$ cat config.mk
export PLATFORM = sky130hd
export DESIGN_NAME = haptic_alert_pulse_scheduler_core
export DESIGN_NICKNAME = d
export VERILOG_FILES = /design/src/hdl/hapsch_pkg.sv /design/src/hdl/haptic_alert_pulse_scheduler_core.sv
export SDC_FILE = /design/constraint.sdc
export NUM_CORES = 1
export LEC_CHECK = 0
export BUFFER_PORTS_ARGS = -buffer_cell sky130_fd_sc_hd__buf_2
export CORE_MARGIN = 5
export CORE_UTILIZATION = 54
export DETAILED_ROUTE_END_ITERATION = 10
export PLACE_DENSITY = 0.72
export SLEW_MARGIN = 15
export SYNTH_ARGS = -nofsm -noshare
export SYNTH_HDL_FRONTEND = slang
export SYNTH_SLANG_ARGS = --single-unit
$ cat constraint.sdc
create_clock -name clk -period 3.13 [get_ports clk]
set_input_delay 0.1565 -clock clk [delete_from_list [all_inputs] [get_ports clk]]
set_output_delay 0.1565 -clock clk [all_outputs]
set_load 0.05 [all_outputs]
$ cat src/hdl/hapsch_pkg.sv
package hapsch_pkg;

  localparam int unsigned TimeW = 32;
  localparam int unsigned DurW  = 16;
  localparam int unsigned MaskW = 8;
  localparam int unsigned CntW  = 2;
  localparam int unsigned CfgIdxW  = 3;
  localparam int unsigned CfgDataW = 16;

  // Configuration register indexes.
  typedef enum logic [CfgIdxW-1:0] {
    CFG_PULSE_ON  = 3'd0,
    CFG_PULSE_GAP = 3'd1,
    CFG_MERGE_WIN = 3'd2,
    CFG_QUIET     = 3'd3,
    CFG_ERR_MASK  = 3'd4,
    CFG_ACT_MASK  = 3'd5
  } cfg_idx_t;

  // Result event codes.
  typedef enum logic [1:0] {
    EV_IDLE  = 2'd0,
    EV_START = 2'd1,
    EV_STOP  = 2'd2
  } event_t;

  localparam logic [DurW-1:0]  PulseOnRst  = 16'd60;
  localparam logic [DurW-1:0]  PulseGapRst = 16'd90;
  localparam logic [DurW-1:0]  MergeWinRst = 16'd150;
  localparam logic [DurW-1:0]  QuietRst    = 16'd1000;
  localparam logic [MaskW-1:0] ErrMaskRst  = 8'h01;
  localparam logic [MaskW-1:0] ActMaskRst  = 8'h02;

  // Pulse counts left after the first pulse of a train has begun.
  localparam logic [CntW-1:0] LeftAfterErr   = 2'd2;
  localparam logic [CntW-1:0] LeftAfterAct   = 2'd1;
  localparam logic [CntW-1:0] LeftAfterOther = 2'd0;

endpackage

$ cat src/hdl/haptic_alert_pulse_scheduler_core.sv
// A poll is held in the input register, then its result in the result register; the
// scheduler state updates as the poll moves from the one register to the other.
// Throughput: one poll per cycle while out_ready holds; the scheduler update is
// a single pass of 32-bit subtract/compare and add logic between the two registers.
// Reset (rst_n low, synchronous): all scheduler state is cleared, both
// pipeline registers are emptied and the configuration registers take their defaults.
module haptic_alert_pulse_scheduler_core (
  input  logic                               clk,
  input  logic                               rst_n,
  input  logic                               cfg_we,
  input  logic [hapsch_pkg::CfgIdxW-1:0]     cfg_index,
  input  logic [hapsch_pkg::CfgDataW-1:0]    cfg_data,
  input  logic                               in_valid,
  output logic                               in_ready,
  input  logic [hapsch_pkg::TimeW-1:0]       in_now_ms,
  input  logic [hapsch_pkg::MaskW-1:0]       in_notify_bits,
  input  logic                               in_enable,
  output logic                               out_valid,
  input  logic                               out_ready,
  output logic [1:0]                         out_event_res
);

  // Configuration registers.
  logic [hapsch_pkg::DurW-1:0]  pulse_on_r, pulse_gap_r, merge_win_r, quiet_r;
  logic [hapsch_pkg::MaskW-1:0] err_mask_r, act_mask_r;

  // Input register.
  logic                         iv_r;
  logic [hapsch_pkg::TimeW-1:0] now_r;
  logic [hapsch_pkg::MaskW-1:0] bits_r;
  logic                         en_r;

  // Result register.
  logic                ov_r;
  hapsch_pkg::event_t  ev_r, ev_nxt;

  // Scheduler state.
  logic                         train_r, train_nxt;
  logic                         motor_r, motor_nxt;
  logic                         merging_r, merging_nxt;
  logic                         cool_r, cool_nxt;
  logic [hapsch_pkg::MaskW-1:0] pend_r, pend_nxt;
  logic [hapsch_pkg::CntW-1:0]  left_r, left_nxt;
  logic [hapsch_pkg::TimeW-1:0] dl_r, dl_nxt;
  logic [hapsch_pkg::TimeW-1:0] qend_r, qend_nxt;

  logic                         advance;
  logic [hapsch_pkg::TimeW-1:0] dl_diff, q_diff;
  logic                         dl_wait, q_wait;
  logic [hapsch_pkg::TimeW-1:0] t_on, t_gap, t_merge, t_quiet;
  logic [hapsch_pkg::MaskW-1:0] merged;

  assign advance  = iv_r && (!ov_r || out_ready);
  assign in_ready = !iv_r || advance;

  assign out_valid     = ov_r;
  assign out_event_res = ev_r;

  // A deadline has passed once the wrapped difference is non-negative.
  assign dl_diff = now_r - dl_r;
  assign q_diff  = now_r - qend_r;
  assign dl_wait = dl_diff[hapsch_pkg::TimeW-1];
  assign q_wait  = q_diff[hapsch_pkg::TimeW-1];

  assign t_on    = now_r + {{(hapsch_pkg::TimeW-hapsch_pkg::DurW){1'b0}}, pulse_on_r};
  assign t_gap   = now_r + {{(hapsch_pkg::TimeW-hapsch_pkg::DurW){1'b0}}, pulse_gap_r};
  assign t_merge = now_r + {{(hapsch_pkg::TimeW-hapsch_pkg::DurW){1'b0}}, merge_win_r};
  assign t_quiet = now_r + {{(hapsch_pkg::TimeW-hapsch_pkg::DurW){1'b0}}, quiet_r};
  assign merged  = pend_r | bits_r;

  always_comb begin
    train_nxt   = train_r;
    motor_nxt   = motor_r;
    merging_nxt = merging_r;
    cool_nxt    = cool_r;
    pend_nxt    = pend_r;
    left_nxt    = left_r;
    dl_nxt      = dl_r;
    qend_nxt    = qend_r;
    ev_nxt      = hapsch_pkg::EV_IDLE;

    if (!en_r) begin
      // Abort: silence the motor and start a cooldown if a train was running.
      if (train_r) begin
        qend_nxt = t_quiet;
        cool_nxt = 1'b1;
      end
      train_nxt   = 1'b0;
      motor_nxt   = 1'b0;
      merging_nxt = 1'b0;
      pend_nxt    = '0;
      left_nxt    = '0;
      ev_nxt      = motor_r ? hapsch_pkg::EV_STOP : hapsch_pkg::EV_IDLE;
    end else if (train_r) begin
      if (!dl_wait) begin
        if (motor_r) begin
          motor_nxt = 1'b0;
          dl_nxt    = t_gap;
          if (left_r == '0) begin
            train_nxt = 1'b0;
            cool_nxt  = 1'b1;
            qend_nxt  = t_quiet;
          end
          ev_nxt = hapsch_pkg::EV_STOP;
        end else begin
          left_nxt  = left_r - 1'b1;
          motor_nxt = 1'b1;
          dl_nxt    = t_on;
          ev_nxt    = hapsch_pkg::EV_START;
        end
      end
    end else if (!cool_r || !q_wait) begin
      cool_nxt = 1'b0;
      pend_nxt = merged;
      if (merged != '0) begin
        if (!merging_r) begin
          merging_nxt = 1'b1;
          dl_nxt      = t_merge;
        end else if (!dl_wait) begin
          // Window closed: the first pulse of the train begins at once.
          merging_nxt = 1'b0;
          priority if ((merged & err_mask_r) != '0) begin
            left_nxt = hapsch_pkg::LeftAfterErr;
          end else if ((merged & act_mask_r) != '0) begin
            left_nxt = hapsch_pkg::LeftAfterAct;
          end else begin
            left_nxt = hapsch_pkg::LeftAfterOther;
          end
          pend_nxt  = '0;
          train_nxt = 1'b1;
          motor_nxt = 1'b1;
          dl_nxt    = t_on;
          ev_nxt    = hapsch_pkg::EV_START;
        end
      end
    end
  end

  always_ff @(posedge clk) begin
    if (!rst_n) begin
      pulse_on_r  <= hapsch_pkg::PulseOnRst;
      pulse_gap_r <= hapsch_pkg::PulseGapRst;
      merge_win_r <= hapsch_pkg::MergeWinRst;
      quiet_r     <= hapsch_pkg::QuietRst;
      err_mask_r  <= hapsch_pkg::ErrMaskRst;
      act_mask_r  <= hapsch_pkg::ActMaskRst;
    end else if (cfg_we) begin
      case (cfg_index)
        hapsch_pkg::CFG_PULSE_ON:  pulse_on_r  <= cfg_data;
        hapsch_pkg::CFG_PULSE_GAP: pulse_gap_r <= cfg_data;
        hapsch_pkg::CFG_MERGE_WIN: merge_win_r <= cfg_data;
        hapsch_pkg::CFG_QUIET:     quiet_r     <= cfg_data;
        hapsch_pkg::CFG_ERR_MASK:  err_mask_r  <= cfg_data[hapsch_pkg::MaskW-1:0];
        hapsch_pkg::CFG_ACT_MASK:  act_mask_r  <= cfg_data[hapsch_pkg::MaskW-1:0];
        default: ;
      endcase
    end
  end

  always_ff @(posedge clk) begin
    if (!rst_n) begin
      iv_r      <= 1'b0;
      ov_r      <= 1'b0;
      ev_r      <= hapsch_pkg::EV_IDLE;
      train_r   <= 1'b0;
      motor_r   <= 1'b0;
      merging_r <= 1'b0;
      cool_r    <= 1'b0;
      pend_r    <= '0;
      left_r    <= '0;
      dl_r      <= '0;
      qend_r    <= '0;
    end else begin
      if (in_ready) begin
        iv_r <= in_valid;
      end
      if (advance) begin
        ov_r      <= 1'b1;
        ev_r      <= ev_nxt;
        train_r   <= train_nxt;
        motor_r   <= motor_nxt;
        merging_r <= merging_nxt;
        cool_r    <= cool_nxt;
        pend_r    <= pend_nxt;
        left_r    <= left_nxt;
        dl_r      <= dl_nxt;
        qend_r    <= qend_nxt;
      end else if (out_ready) begin
        ov_r <= 1'b0;
      end
    end
  end

  // The input payload needs no reset; it is only used while iv_r is set.
  always_ff @(posedge clk) begin
    if (in_valid && in_ready) begin
      now_r  <= in_now_ms;
      bits_r <= in_notify_bits;
      en_r   <= in_enable;
    end
  end

endmodule
==> reports/metrics.cfg <==
[setup_path]
endpoint_kind=flip-flop
cp-start-kind=flip-flop
startpoint=now_r[10]
worstRegToRegCells=13
path_delay_family=compound AO/OA/AOI/OAI gates
crit_type=flip-flop to flip-flop
arrival_ns=3.61
cp.required_ns=3.59
r2r_setup_slack_ns=-0.02
crit_fanout=9
crit_chain=ha_1, nand2_1, or4_4, o21ai_1, a31oi_1, buf_4, mux2i_4, a211oi_4, buf_6, buf_12, buf_8, o21ai_1, a31oi_4
r2r_end=dl_r[29]
critPathSlowestCell=or4_4
max_stage_delay_ns=0.51
critPathMostFrequentCell=o21ai_1
regToRegStartpoint=now_r[10]
path_buf_inv=4

[clocking]
clk_latency_ns=0.53
htreeDepth=1
clk_pin_slew_ns=0.07
clock-root-buffer=clkbuf_16
cts-buffers-inserted=24
cts.sinks=203
cts_tree=yes
cts_buffer_depth=3

[sta]
fin_crit_ns=3.15
setup_viol=1
final.setup.worst_slack_ns=-0.0195
setup_tns_ns=-0.0195
worst_slew_pin_slew_ns=0.989
rsz0062_at_grt=true
finalClockSkew_ns=0.00834
fin_crit_sh_pct=101
timing.slew.headroom_pct=34.1
hold_violations=0
fmax_ghz=0.318
maxSlewViolCount=0

[routing]
drcViolationCount=0
wl_met3_um=3040
drt-total-wl_um=41600
met2_length_um=19500
final_antenna_net_count=0
highest_layer=met5
vias=12798
vias_per_cell=5.93
dr.first_iter.drc_count=1209
post_drt_wl_per_cell_um=19.3
first_pass_iters=6
wl_met1_um=17400

[grt]
grt_pass1_vias=12165
globalRouteTotalUtil_pct=29.4
antenna_found_initial=1
grt_max_degree=63
gr-total-overflow=0
grt_pass1_wl_um=63600

[placed_design]
place_area_um2=14400
hpwlAfterDp_um=29100
numPortBuffers=68
place_congestion=1.00

[synthesis]
synth.area.top_cells=dfxtp_1, ha_1, edfxtp_1, a21oi_1, nand2_1
synth.yosys.seq_area_share_pct=34.5
synthFlopType=dfxtp_1
synthArstFlopShare_pct=0
synth-seq-cells=203
synth_edf_count=41
syn_area_um2=13000
yosysMostFrequentCell=nand2_1
yosysUniqueCellTypes=80
synth_commonest_cells=nand2_1, a21oi_1, dfxtp_1, ha_1, nor2_1
yosysTopAreaCell=dfxtp_1
synth_fp_nets=1772
netlist.area_leader.share_pct=25.0
netlist_instances=1578
yosysWarnings=0
avgSynthCellArea_um2=8.21

[min_path]
hold_start=cfg_index[0]
hold_path_depth=4
min_to=err_mask_r[2]
hold_path_class=primary input to flip-flop

[floorplan]
dieHeight_um=165
fp.coreArea_um2=23500
dieWidth_um=165
boundaryPins=69
std_cell_rows=56
die_area_um2=27200
start_util_pct=55.0

[cells_and_area]
n_fill_cell=1880
syn_to_final_growth_pct=28.5
fin_nets=2014
drive_gt1_share_pct=19.6
diodes=0
stdcell_area_um2=16600

[status]
violations=setup timing
status=finished, violations left

[power_and_ir_drop]
p_leak_uw=0.00670
power_density_nw_per_um2=428
ir_drop_mv=0.374

[job]
cap_violations=0

[sequential cells by signal, summed over array words and instances, names as in the netlist, 16 cells and up]
| register | flops |
|---|---|
| dl_r | 32 |
| now_r | 32 |
| qend_r | 32 |
| merge_win_r | 16 |
| pulse_gap_r | 16 |
| pulse_on_r | 16 |
| quiet_r | 16 |
[report_power, final]
part           internal (µW)  switching (µW)
combinational            631             784
clock                   1700            1160
sequential              2770            78.7
[through the flow]
stage	total power, µW	utilization [%]	hold slack [ns]	worst slack [ns]	cells
after floorplan	3650	-	0.255	0.267	1578
after global placement	4080	61.1	0.333	-0.318	2022
after detailed placement	4110	61.1	0.335	-0.352	2022
after CTS	7040	67.9	0.0762	-0.0368	2131
after global routing	7400	70.7	0.125	-0.0950	2157
final	7120	70.7	0.116	-0.0195	2157
[cell usage in the layout (no fill, tap or decap), drive strengths merged, types with 7 or more instances in the layout]
| master | instances |
|---|---|
| xnor2 | 58 |
| or2 | 10 |
| dfxtp | 162 |
| xor2 | 20 |
| clkinv | 7 |
| o22ai | 10 |
| nand4 | 16 |
| nand2b | 8 |
| or4 | 7 |
| inv | 103 |
| a31oi | 17 |
| ha | 125 |
| o21a | 13 |
| a21oi | 186 |
| mux2i | 24 |
| nand2 | 243 |
| dlygate4sd3 | 60 |
| nand3 | 48 |
| edfxtp | 41 |
| a21o | 29 |
| a311oi | 7 |
| clkbuf | 34 |
| nor2 | 112 |
| o21ai | 102 |
| and3 | 14 |
| nor2b | 14 |
| nor3 | 11 |
| a211oi | 25 |
| buf | 219 |
| o31ai | 10 |
| o21bai | 9 |
[worst reg2reg max path, cell delays in order (launching register included)]
cell      delay [ns]
edfxtp_1        0.46
ha_1            0.35
nand2_1         0.14
or4_4           0.52
o21ai_1         0.18
a31oi_1         0.11
buf_4           0.16
mux2i_4         0.18
a211oi_4        0.24
buf_6           0.15
buf_12          0.12
buf_8           0.13
o21ai_1         0.12
a31oi_4         0.22
[repair_timing]
action                                  in CTS  in global routing
pin swaps                                    6                 43
resized for setup                           19                 72
hold endpoints to repair                   123                  0
buffers inserted                             4                 25
hold buffers                                60                  0
cloned                                       1                  3
endpoints found under the setup margin      71                 76
[how the worst max path moves through the flow]
stage	cells past startpoint	to	slack, ns
6_report	13	dl_r[29]	-0.02
5_1_grt	14	dl_r[20]	-0.09
4_1_cts	13	dl_r[29]	-0.04
3_5_place_dp	13	pend_r[4]	-0.35
3_3_place_gp	12	dl_r[0]	-0.32
2_1_floorplan	10	dl_r[23]	0.27
[layer usage]
metal  global-route usage [%]  vias up
met2                     49.6      557
met1                     38.2     6008
li1                         -     6103
met3                     4.84      128
met5                        0        -
met4                     10.1        2
[layout make-up]
type	instances	area [µm²]	area share (%)
Sequential cell	203	4470	26.9
Inverter	102	384	2.31
Clock buffer	31	637	3.83
Multi-Input combinational cell	1207	8290	49.8
Timing Repair Buffer	282	2300	13.8
Tap cell	319	399	2.40
Clock inverter	13	165	0.992
[kinds of logic (layout without fill, tap and decap cells)]
family,after synthesis,count (layout),share of synthesized area (%)
adders and majority gates,129,129,12.7
buffers and inverters,168,428,5.19
DFF,203,203,34.5
muxes,26,26,2.03
xor gates and xnor gates,78,78,5.33
and+or+nand+nor,506,506,17.3
AOI/OAI and AO/OA,468,468,22.9
Power figures use the tool's default switching activity.
